`src/hw/rtl/lse_pkg.sv`:
```
// Package: payload beat types and fixed constants for the LSB stego extractor.
`timescale 1ns / 1ps
package lse_pkg;

  localparam int HEADER_NIBBLES = 8;
  localparam int COVER_W        = 27;
  localparam int LEN_W          = 24;
  localparam int HDR_W          = 4 * HEADER_NIBBLES;
  localparam int K_MAX          = 8;
  // k sits in nibbles 0 and 1; capacity is registered while nibble 2 goes in
  localparam logic [3:0] CAP_NIBBLE = 4'd2;

  typedef struct packed {
    logic [7:0] cover_byte;
    logic       first_of_image;
  } cover_beat_t;

  typedef struct packed {
    logic [7:0]       payload_byte;
    logic             last_byte;
    logic             status;
    logic [LEN_W-1:0] payload_length;
  } result_beat_t;

  localparam logic STATUS_PAYLOAD = 1'b0;
  localparam logic STATUS_INVALID = 1'b1;

endpackage

```
`src/hw/rtl/lsb_stego_extractor_unit.sv`:
```
// LSB stego extractor: header capture, bit unpacking and result register.
// Latency: a result appears in the result register the cycle after its cover beat.
// Throughput: one cover beat per cycle; cover_ready = !result_valid || result_ready.
// The header check uses a capacity product registered while the third nibble
// is taken.
// Reset (rst, synchronous): clears stream state, cover_bytes and result_valid.
`timescale 1ns / 1ps
module lsb_stego_extractor_unit (
  input  logic                      clk,
  input  logic                      rst,
  input  logic                      cfg_valid,
  output logic                      cfg_ready,
  input  logic [lse_pkg::COVER_W-1:0] cfg_data,
  input  logic                      cover_valid,
  output logic                      cover_ready,
  input  lse_pkg::cover_beat_t      cover_data,
  output logic                      result_valid,
  input  logic                      result_ready,
  output lse_pkg::result_beat_t     result
);
  import lse_pkg::*;

  typedef enum logic [1:0] {
    PH_HEADER,
    PH_PAYLOAD,
    PH_DONE
  } phase_t;

  phase_t             phase, phase_e, phase_next;
  logic [COVER_W-1:0] cover_bytes;
  logic [HDR_W-1:0]   header_shift, hdr_e, hdr_ins, header_shift_next;
  logic [3:0]         nibble_count, cnt_e, nibble_count_next;
  logic [6:0]         bit_acc, acc_e, bit_acc_next;
  logic [2:0]         acc_bits, accb_e, acc_bits_next;
  logic [LEN_W-1:0]   bytes_emitted, emit_e, bytes_emitted_next;
  logic [COVER_W:0]   cap;
  logic               k_ok;
  logic [COVER_W+3:0] cap_prod;
  logic               take, first;
  logic               res_load;
  result_beat_t       res_next;
  logic [3:0]         k;
  logic [7:0]         mask;
  logic [14:0]        merged;
  logic [3:0]         total;
  logic [LEN_W-1:0]   len_ins;
  logic [COVER_W:0]   need;

  assign cfg_ready   = 1'b1;
  assign cover_ready = !result_valid || result_ready;
  assign take        = cover_valid && cover_ready;
  assign first       = cover_data.first_of_image;

  // new image clears the stream before this beat is used
  assign phase_e = first ? PH_HEADER : phase;
  assign cnt_e   = first ? '0 : nibble_count;
  assign hdr_e   = first ? '0 : header_shift;
  assign acc_e   = first ? '0 : bit_acc;
  assign accb_e  = first ? '0 : acc_bits;
  assign emit_e  = first ? '0 : bytes_emitted;

  assign k        = hdr_e[3:0];
  assign cap_prod = {4'b0, cover_bytes} * {{COVER_W{1'b0}}, header_shift[3:0]};
  assign hdr_ins  = hdr_e | ({{(HDR_W-4){1'b0}}, cover_data.cover_byte[3:0]}
                             << {cnt_e[2:0], 2'b00});
  assign len_ins  = hdr_ins[HDR_W-1:8];
  assign need     = {{(COVER_W+1-LEN_W){1'b0}}, len_ins} + (COVER_W+1)'(K_MAX);
  assign mask     = 8'hFF >> (4'(K_MAX) - k);
  assign merged   = {8'b0, acc_e} | ({7'b0, cover_data.cover_byte & mask} << accb_e);
  assign total    = {1'b0, accb_e} + k;

  always_comb begin
    phase_next         = phase_e;
    header_shift_next  = hdr_e;
    nibble_count_next  = cnt_e;
    bit_acc_next       = acc_e;
    acc_bits_next      = accb_e;
    bytes_emitted_next = emit_e;
    res_load           = 1'b0;
    res_next           = '0;
    case (phase_e)
      PH_HEADER: begin
        header_shift_next = hdr_ins;
        nibble_count_next = cnt_e + 4'd1;
        if (cnt_e == 4'(HEADER_NIBBLES - 1)) begin
          if (k_ok && (len_ins != '0) && (need <= cap)) begin
            phase_next = PH_PAYLOAD;
          end else begin
            phase_next              = PH_DONE;
            res_load                = 1'b1;
            res_next.status         = STATUS_INVALID;
            res_next.last_byte      = 1'b1;
            res_next.payload_length = len_ins;
          end
        end
      end
      PH_PAYLOAD: begin
        acc_bits_next = total[2:0];
        if (total[3]) begin
          bit_acc_next            = merged[14:8];
          bytes_emitted_next      = emit_e + LEN_W'(1);
          res_load                = 1'b1;
          res_next.payload_byte   = merged[7:0];
          res_next.status         = STATUS_PAYLOAD;
          res_next.payload_length = hdr_e[HDR_W-1:8];
          res_next.last_byte      = (bytes_emitted_next == hdr_e[HDR_W-1:8]);
          if (res_next.last_byte) begin
            phase_next = PH_DONE;
          end
        end else begin
          bit_acc_next = merged[6:0];
        end
      end
      default: begin
      end
    endcase
  end

  always_ff @(posedge clk) begin
    if (rst) begin
      cover_bytes   <= '0;
      phase         <= PH_HEADER;
      header_shift  <= '0;
      nibble_count  <= '0;
      bit_acc       <= '0;
      acc_bits      <= '0;
      bytes_emitted <= '0;
      cap           <= '0;
      k_ok          <= 1'b0;
      result_valid  <= 1'b0;
    end else begin
      if (cfg_valid && cfg_ready) begin
        cover_bytes <= cfg_data;
      end
      if (take) begin
        phase         <= phase_next;
        header_shift  <= header_shift_next;
        nibble_count  <= nibble_count_next;
        bit_acc       <= bit_acc_next;
        acc_bits      <= acc_bits_next;
        bytes_emitted <= bytes_emitted_next;
        if (phase_e == PH_HEADER && cnt_e == CAP_NIBBLE) begin
          cap  <= cap_prod[COVER_W+3:3];
          k_ok <= (header_shift[7:0] != 8'd0) && (header_shift[7:0] <= 8'(K_MAX));
        end
      end
      if (take && res_load) begin
        result_valid <= 1'b1;
      end else if (result_ready) begin
        result_valid <= 1'b0;
      end
    end
  end

  always_ff @(posedge clk) begin
    if (take && res_load) begin
      result <= res_next;
    end
  end

  a_k_legal: assert property (@(posedge clk) disable iff (rst)
    phase == PH_PAYLOAD |-> (header_shift[3:0] != 4'd0 && header_shift[3:0] <= 4'(K_MAX)))
    else $error("payload phase with illegal bits per cover byte");

  a_count_below_len: assert property (@(posedge clk) disable iff (rst)
    phase == PH_PAYLOAD |-> bytes_emitted < header_shift[HDR_W-1:8])
    else $error("emitted count reached length without finishing");

  a_last_ends: assert property (@(posedge clk) disable iff (rst)
    take && res_load && res_next.last_byte |=> phase == PH_DONE)
    else $error("last beat did not end the stream");

  a_done_quiet: assert property (@(posedge clk) disable iff (rst)
    take && phase == PH_DONE && !first |-> !res_load)
    else $error("result raised after stream finished");

endmodule
```
`config.mk`:
```
export PLATFORM = sky130hd
export DESIGN_NAME = lsb_stego_extractor_unit
export DESIGN_NICKNAME = d
export VERILOG_FILES = /design/src/hw/rtl/lse_pkg.sv /design/src/hw/rtl/lsb_stego_extractor_unit.sv
export SDC_FILE = /design/constraint.sdc
export NUM_CORES = 1
export LEC_CHECK = 0
export ABC_AREA = 1
export BUFFER_PORTS_ARGS = -buffer_cell sky130_fd_sc_hd__buf_2
export CORE_MARGIN = 8
export CORE_UTILIZATION = 55
export CTS_CLUSTER_DIAMETER = 50
export DETAILED_ROUTE_END_ITERATION = 8
export PLACE_DENSITY = 0.73
export SYNTH_ARGS = -nofsm -noshare
export SYNTH_HDL_FRONTEND = slang
export SYNTH_SLANG_ARGS = --single-unit
export TNS_END_PERCENT = 50
```
`constraint.sdc`:
```
create_clock -name clk -period 10.89 [get_ports clk]
set_clock_uncertainty 0.2 [all_clocks]
set_input_delay 3.267 -clock clk [delete_from_list [all_inputs] [get_ports clk]]
set_output_delay 3.267 -clock clk [all_outputs]
set_load 0.03 [all_outputs]
```
# Word level (Yosys, flattened, before mapping)
# Cells that the tools add are included.
# classes
addsub	5
multipliers	1
order_cmp	2
eq_ne	4
n_shift	3
n_mux	28
bitwise_logic	3
reduce_logical	14
# op_table
cell	count
two-way mux 26 bit	3
two-way mux 24 bit	3
two-way mux 32 bit	2
one-hot mux 26 bit (2 select lines)	1
OR 32 bit	1
left shift 4 x 5 -> 32 bit	1
multiplier 27 x 4 -> 31 bit	1
less-or-equal comparator 25 x 28 -> 1 bit	1
adder 24 x 4 -> 25 bit, second input constant	1
adder 24 x 1 -> 24 bit, second input constant	1
equality test 24 bit	1
nonzero test 24 bit	1
two-way mux 7 bit	3
OR 7 x 15 -> 15 bit	1
left shift 8 x 3 -> 15 bit	1
two-way mux 2 bit	5
bitwise AND 8 bit	1
less-or-equal comparator 8 x 4 -> 1 bit, second input constant	1
two-way mux 4 bit	2
nonzero test 8 bit	1
>> shifter 8 x 4 -> 8 bit, first input constant	1
logical AND 1 bit	6
two-way mux 3 bit	2
two-way mux 1 bit	5
other kinds (13)	14
# totals
reg_bits	163
elab_cells	74

# Logic depth before layout (Yosys ltp)
# logic_depth
word_depth	11
ltp_mapped	30

# Worst setup path before layout
# No wires, ideal clock.
# synth_path
kind	input-to-reg
from	in cover_data[0] (netlist bit)
to	reg result[0] (netlist bit) (enable)
arrival_ns	6.802
path_slack_ns	3.397
stages	28
path_buffers	1
path_cell_list	buf_6 inv_6 nand2_4 nor2_8 nand2_1 o21ai_2 ha_1 inv_1 nor3_4 nand2_2 nor2_2 nand2_1 nor2_2 nand2_2 nor2_2 xor2_1 inv_1 ha_1 a21oi_1 o21ai_0 nand2_1 nand2_1 a21oi_1 nand2_1 a21oi_1 nand2_1 nand3_1 nand2_1
# synth_between
elab_chain_len	10
# synth_lines
item	line_no	rtl
start, declared	lsb_stego_extractor_unit.sv:16	input lse_pkg::cover_beat_t cover_data,
two-way mux 4 bit	lsb_stego_extractor_unit.sv:56	assign cnt_e = first ? '0 : nibble_count;
left shift 4 x 5 -> 32 bit	lsb_stego_extractor_unit.sv:64	assign hdr_ins = hdr_e | ({{(HDR_W-4){1'b0}}, cover_data.cover_byte[3:0]}
OR 32 bit	lsb_stego_extractor_unit.sv:64	
adder 24 x 4 -> 25 bit or nonzero test 24 bit (tied branches)	lsb_stego_extractor_unit.sv:67, lsb_stego_extractor_unit.sv:86	
less-or-equal comparator 25 x 28 -> 1 bit or logical AND 1 bit (tied branches)	lsb_stego_extractor_unit.sv:86	if (k_ok && (len_ins != '0) && (need <= cap)) begin
logical AND 1 bit	lsb_stego_extractor_unit.sv:86	
two-way mux 1 bit	lsb_stego_extractor_unit.sv:86	
two-way mux 1 bit	lsb_stego_extractor_unit.sv:85	if (cnt_e == 4'(HEADER_NIBBLES - 1)) begin
one-hot mux 1 bit (2 select lines) *	lsb_stego_extractor_unit.sv:81	case (phase_e)
logical AND 1 bit *	lsb_stego_extractor_unit.sv:156	if (take && res_load) begin
end signal, assigned	lsb_stego_extractor_unit.sv:157	result <= res_next;
end, declared	lsb_stego_extractor_unit.sv:19	output lse_pkg::result_beat_t result
# Every way passes the cells marked *; elsewhere a longest branch is shown, timed or not.
# A chain may end at the register's enable or synchronous reset.

==> impl_metrics.toml <==
[clocking]
cts_tree = "yes"
clk_latency_ns = 0.44
cts_resized = 0
clkTransAtPathRegs_ns = 0.08
clockBufferDepth = 2
cts_sinks = 163
cts_setup_buffers = 0
cts_root_buffer = "clkbuf_16"
h-tree-depth = 4
holdBufCountCts = 0
cts_buffers = 17

[layout]
final_area_um2 = 14600
layout-drive-gt1-share = 0.0790
antenna_cells = 0
area_growth_pct = 8.45
fin_util = 0.605
nets = 2234

[critical_path]
critPathCaptureType = "flip-flop"
cp_max_fo = 69
criticalPathCategory = "input port to flip-flop"
arrival_ns = 8.63
start_kind = "input port"
required_ns = 10.85

[synth]
synth_cells = 2050
netlist-cell-type-count = 54
yosys_most_used_dff = "dfxtp_1"
yosysTopAreaCellShare = 0.191
synth_area_per_cell_um2 = 6.58
synth_area_leaders = "dfxtp_1 19%, nand2_1 15%, inv_1 8.6%"
ys_ff_latch = 163
ys_seq_area_frac = 0.267
synth_warnings = 0
synth_edf_count = 34
yosysTopAreaCell = "dfxtp_1"
syn_area_um2 = 13500
syn_nets = 2209
async_flop_share = 0

[route]
num_vias = 13544
wl_met1_mm = 19.1
routedWlPerCell_um = 17.1
wl_met3_mm = 4.91
dr.pass1.iters = 9
wl_met2_mm = 16.8
finalWirelength_mm = 41.3
drtIter0Drc = 1497
ant_nets = 0
drc = 0
top_layer = "met4"
viasPerCell = 5.62

[run]
maxCapViolCount = 0

[run_status]
status = "finished, final reports clean"

[placement]
io_buffers = 76
post-place-ws_ns = 1.92
placed_area_um2 = 14000
place.gp.congestion = 0.971
hpwl_mm = 31.7

[global_routing]
grt_antenna_before_repair = 0
gr-total-overflow = 0
grt_max_degree = 76
grt_pass1_wl_mm = 66.4
track_usage = 0.273
grt_pass1_vias = 12295

[power]
vdd_drop_max_uv = 74.6
clkPwrFrac = 0.440
p_leak_nw = 6.94
power.share.sequential = 0.445
power_mw = 1.46
comb_power_share = 0.115
p_int_mw = 1.00
power_switching_uw = 454
p_sw_frac = 0.311
power-per-cell-area_nw_per_um2 = 99.6

[sta]
slew_headroom = 0.251
rsz0062_at_grt = "no"
fin_crit_sh = 0.796
fin_setup_tns_ns = 0
tightest_slew_ns = 1.12
clock.fmax_mhz = 115
finalCriticalPeriod_ns = 8.67
setup_viol = 0
fin_ws_ns = 2.22
hold_viol_final = 0
slew_viol_final = 0

[floorplan]
die-area_um2 = 29800
start_util = 0.558
rows = 57
io_pins = 78
die_w_um = 173
die_h_um = 173
core-area_um2 = 24200

[worst_hold_path]
hold_class = "flip-flop to flip-flop"
[critical path, cell delays in order]
cell     delay (ns)
buf_2          0.32
inv_6          0.52
nand2_2        0.21
nor2_1         0.62
a31oi_2        0.35
inv_1          0.13
ha_1           0.15
inv_1          0.07
nor3_4         0.26
nand2_2        0.12
nor2_2         0.09
nand2_1        0.09
nor2_2         0.15
nand2_2        0.08
nor2_2         0.09
xor2_1         0.15
inv_1          0.06
ha_1           0.29
a21oi_1        0.14
o21ai_0        0.09
nand2_1        0.06
nand2_1        0.05
a21oi_1        0.11
nand2_1        0.06
a21oi_1        0.33
nand2_1        0.15
nand2_2        0.40
o22ai_1        0.17
[cell type report]
| cell class | instances | area [um2] |
|---|---|---|
| clock inverters | 14 | 181 |
| repair buffers | 85 | 448 |
| multi-input cells | 1487 | 8330 |
| inverters | 321 | 1210 |
| well taps | 324 | 405 |
| clock buffers | 18 | 450 |
| flip-flops and latches | 163 | 3600 |
| fillers | 2302 | 9540 |
[path summary, 6_finish.rpt]
check	from	endpoint	slack [ns]	depth (start not counted)
min reg2reg	header_shift[15]	header_shift[15]	0.27	2
min	header_shift[15]	header_shift[15]	0.27	2
max	cover_data[0]	result[22]	2.22	28
max reg2reg	nibble_count[1]	result[22]	5.67	26
[kinds of logic after synthesis]
family | Yosys count | share of synthesized area
buffers and inverters | 400 | 0.115
AND/OR/NAND/NOR | 988 | 0.310
adder cells (fa/ha/maj) | 118 | 0.138
AO/OA/AOI/OAI | 343 | 0.145
other | 1 | 0.000278
XOR/XNOR | 37 | 0.0250
flip-flops | 163 | 0.267
[cell usage after synthesis, types with 3 or more instances]
master / n
nand2_1: 523
inv_1: 310
nor2_1: 219
a21oi_1: 151
nand3_1: 149
dfxtp_1: 129
o21ai_0: 97
ha_1: 67
clkbuf_1: 52
fa_1: 51
edfxtp_1: 34
nand4_1: 34
xor2_1: 26
o22ai_1: 25
nor3_1: 18
o211ai_1: 18
nor2_2: 13
buf_2: 12
xnor2_1: 10
buf_1: 8
o21bai_1: 8
nand2_2: 7
a21o_1: 6
a2bb2oi_1: 6
inv_2: 6
nand3b_1: 6
o31ai_1: 6
a211oi_1: 5
buf_4: 5
nor4_1: 5
or2_2: 5
a31oi_1: 4
o21ai_2: 4
clkinv_1: 3
[metrics by stage]
step	hold WS, ns	cells
4_1_cts	0.266	2412
2_1_floorplan	0.236	2050
3_5_place_dp	0.256	2380
5_1_grt	0.282	2412
6_report	0.267	2412
3_3_place_gp	0.252	2380
[power groups by stage]
stage | combinational [mW] | sequential [mW] | clock (mW)
finish | 0.168 | 0.648 | 0.642
global route | 0.189 | 0.651 | 0.670
CTS | 0.166 | 0.647 | 0.647
detailed placement | 0.163 | 0.661 | 0
global placement | 0.162 | 0.661 | 0
floorplan | 0.126 | 0.649 | 0
[state kept, by name (all words and copies together) (netlist names)]
signal         cells
acc_bits           3
bit_acc            7
bytes_emitted     24
cap               28
cover_bytes       27
header_shift      32
k_ok               1
nibble_count       4
phase              2
result            34
result_valid       1
[per-layer routing]
layer / track usage / vias to the layer above
li1: - / 6645
met1: 0.403 / 6217
met2: 0.391 / 645
met3: 0.0712 / 37
met4: 0.0594 / 0
met5: 0 / -
[cells in the final DEF, fill, tap and decap left out, drive strengths merged, types with 51 or more instances in the layout]
cell     n
nand2  531
inv    324
nor2   234
a21oi  151
nand3  151
dfxtp  129
o21ai  105
buf     85
ha      67
fa      51
Note: power is estimated with default switching activity, not from simulation.
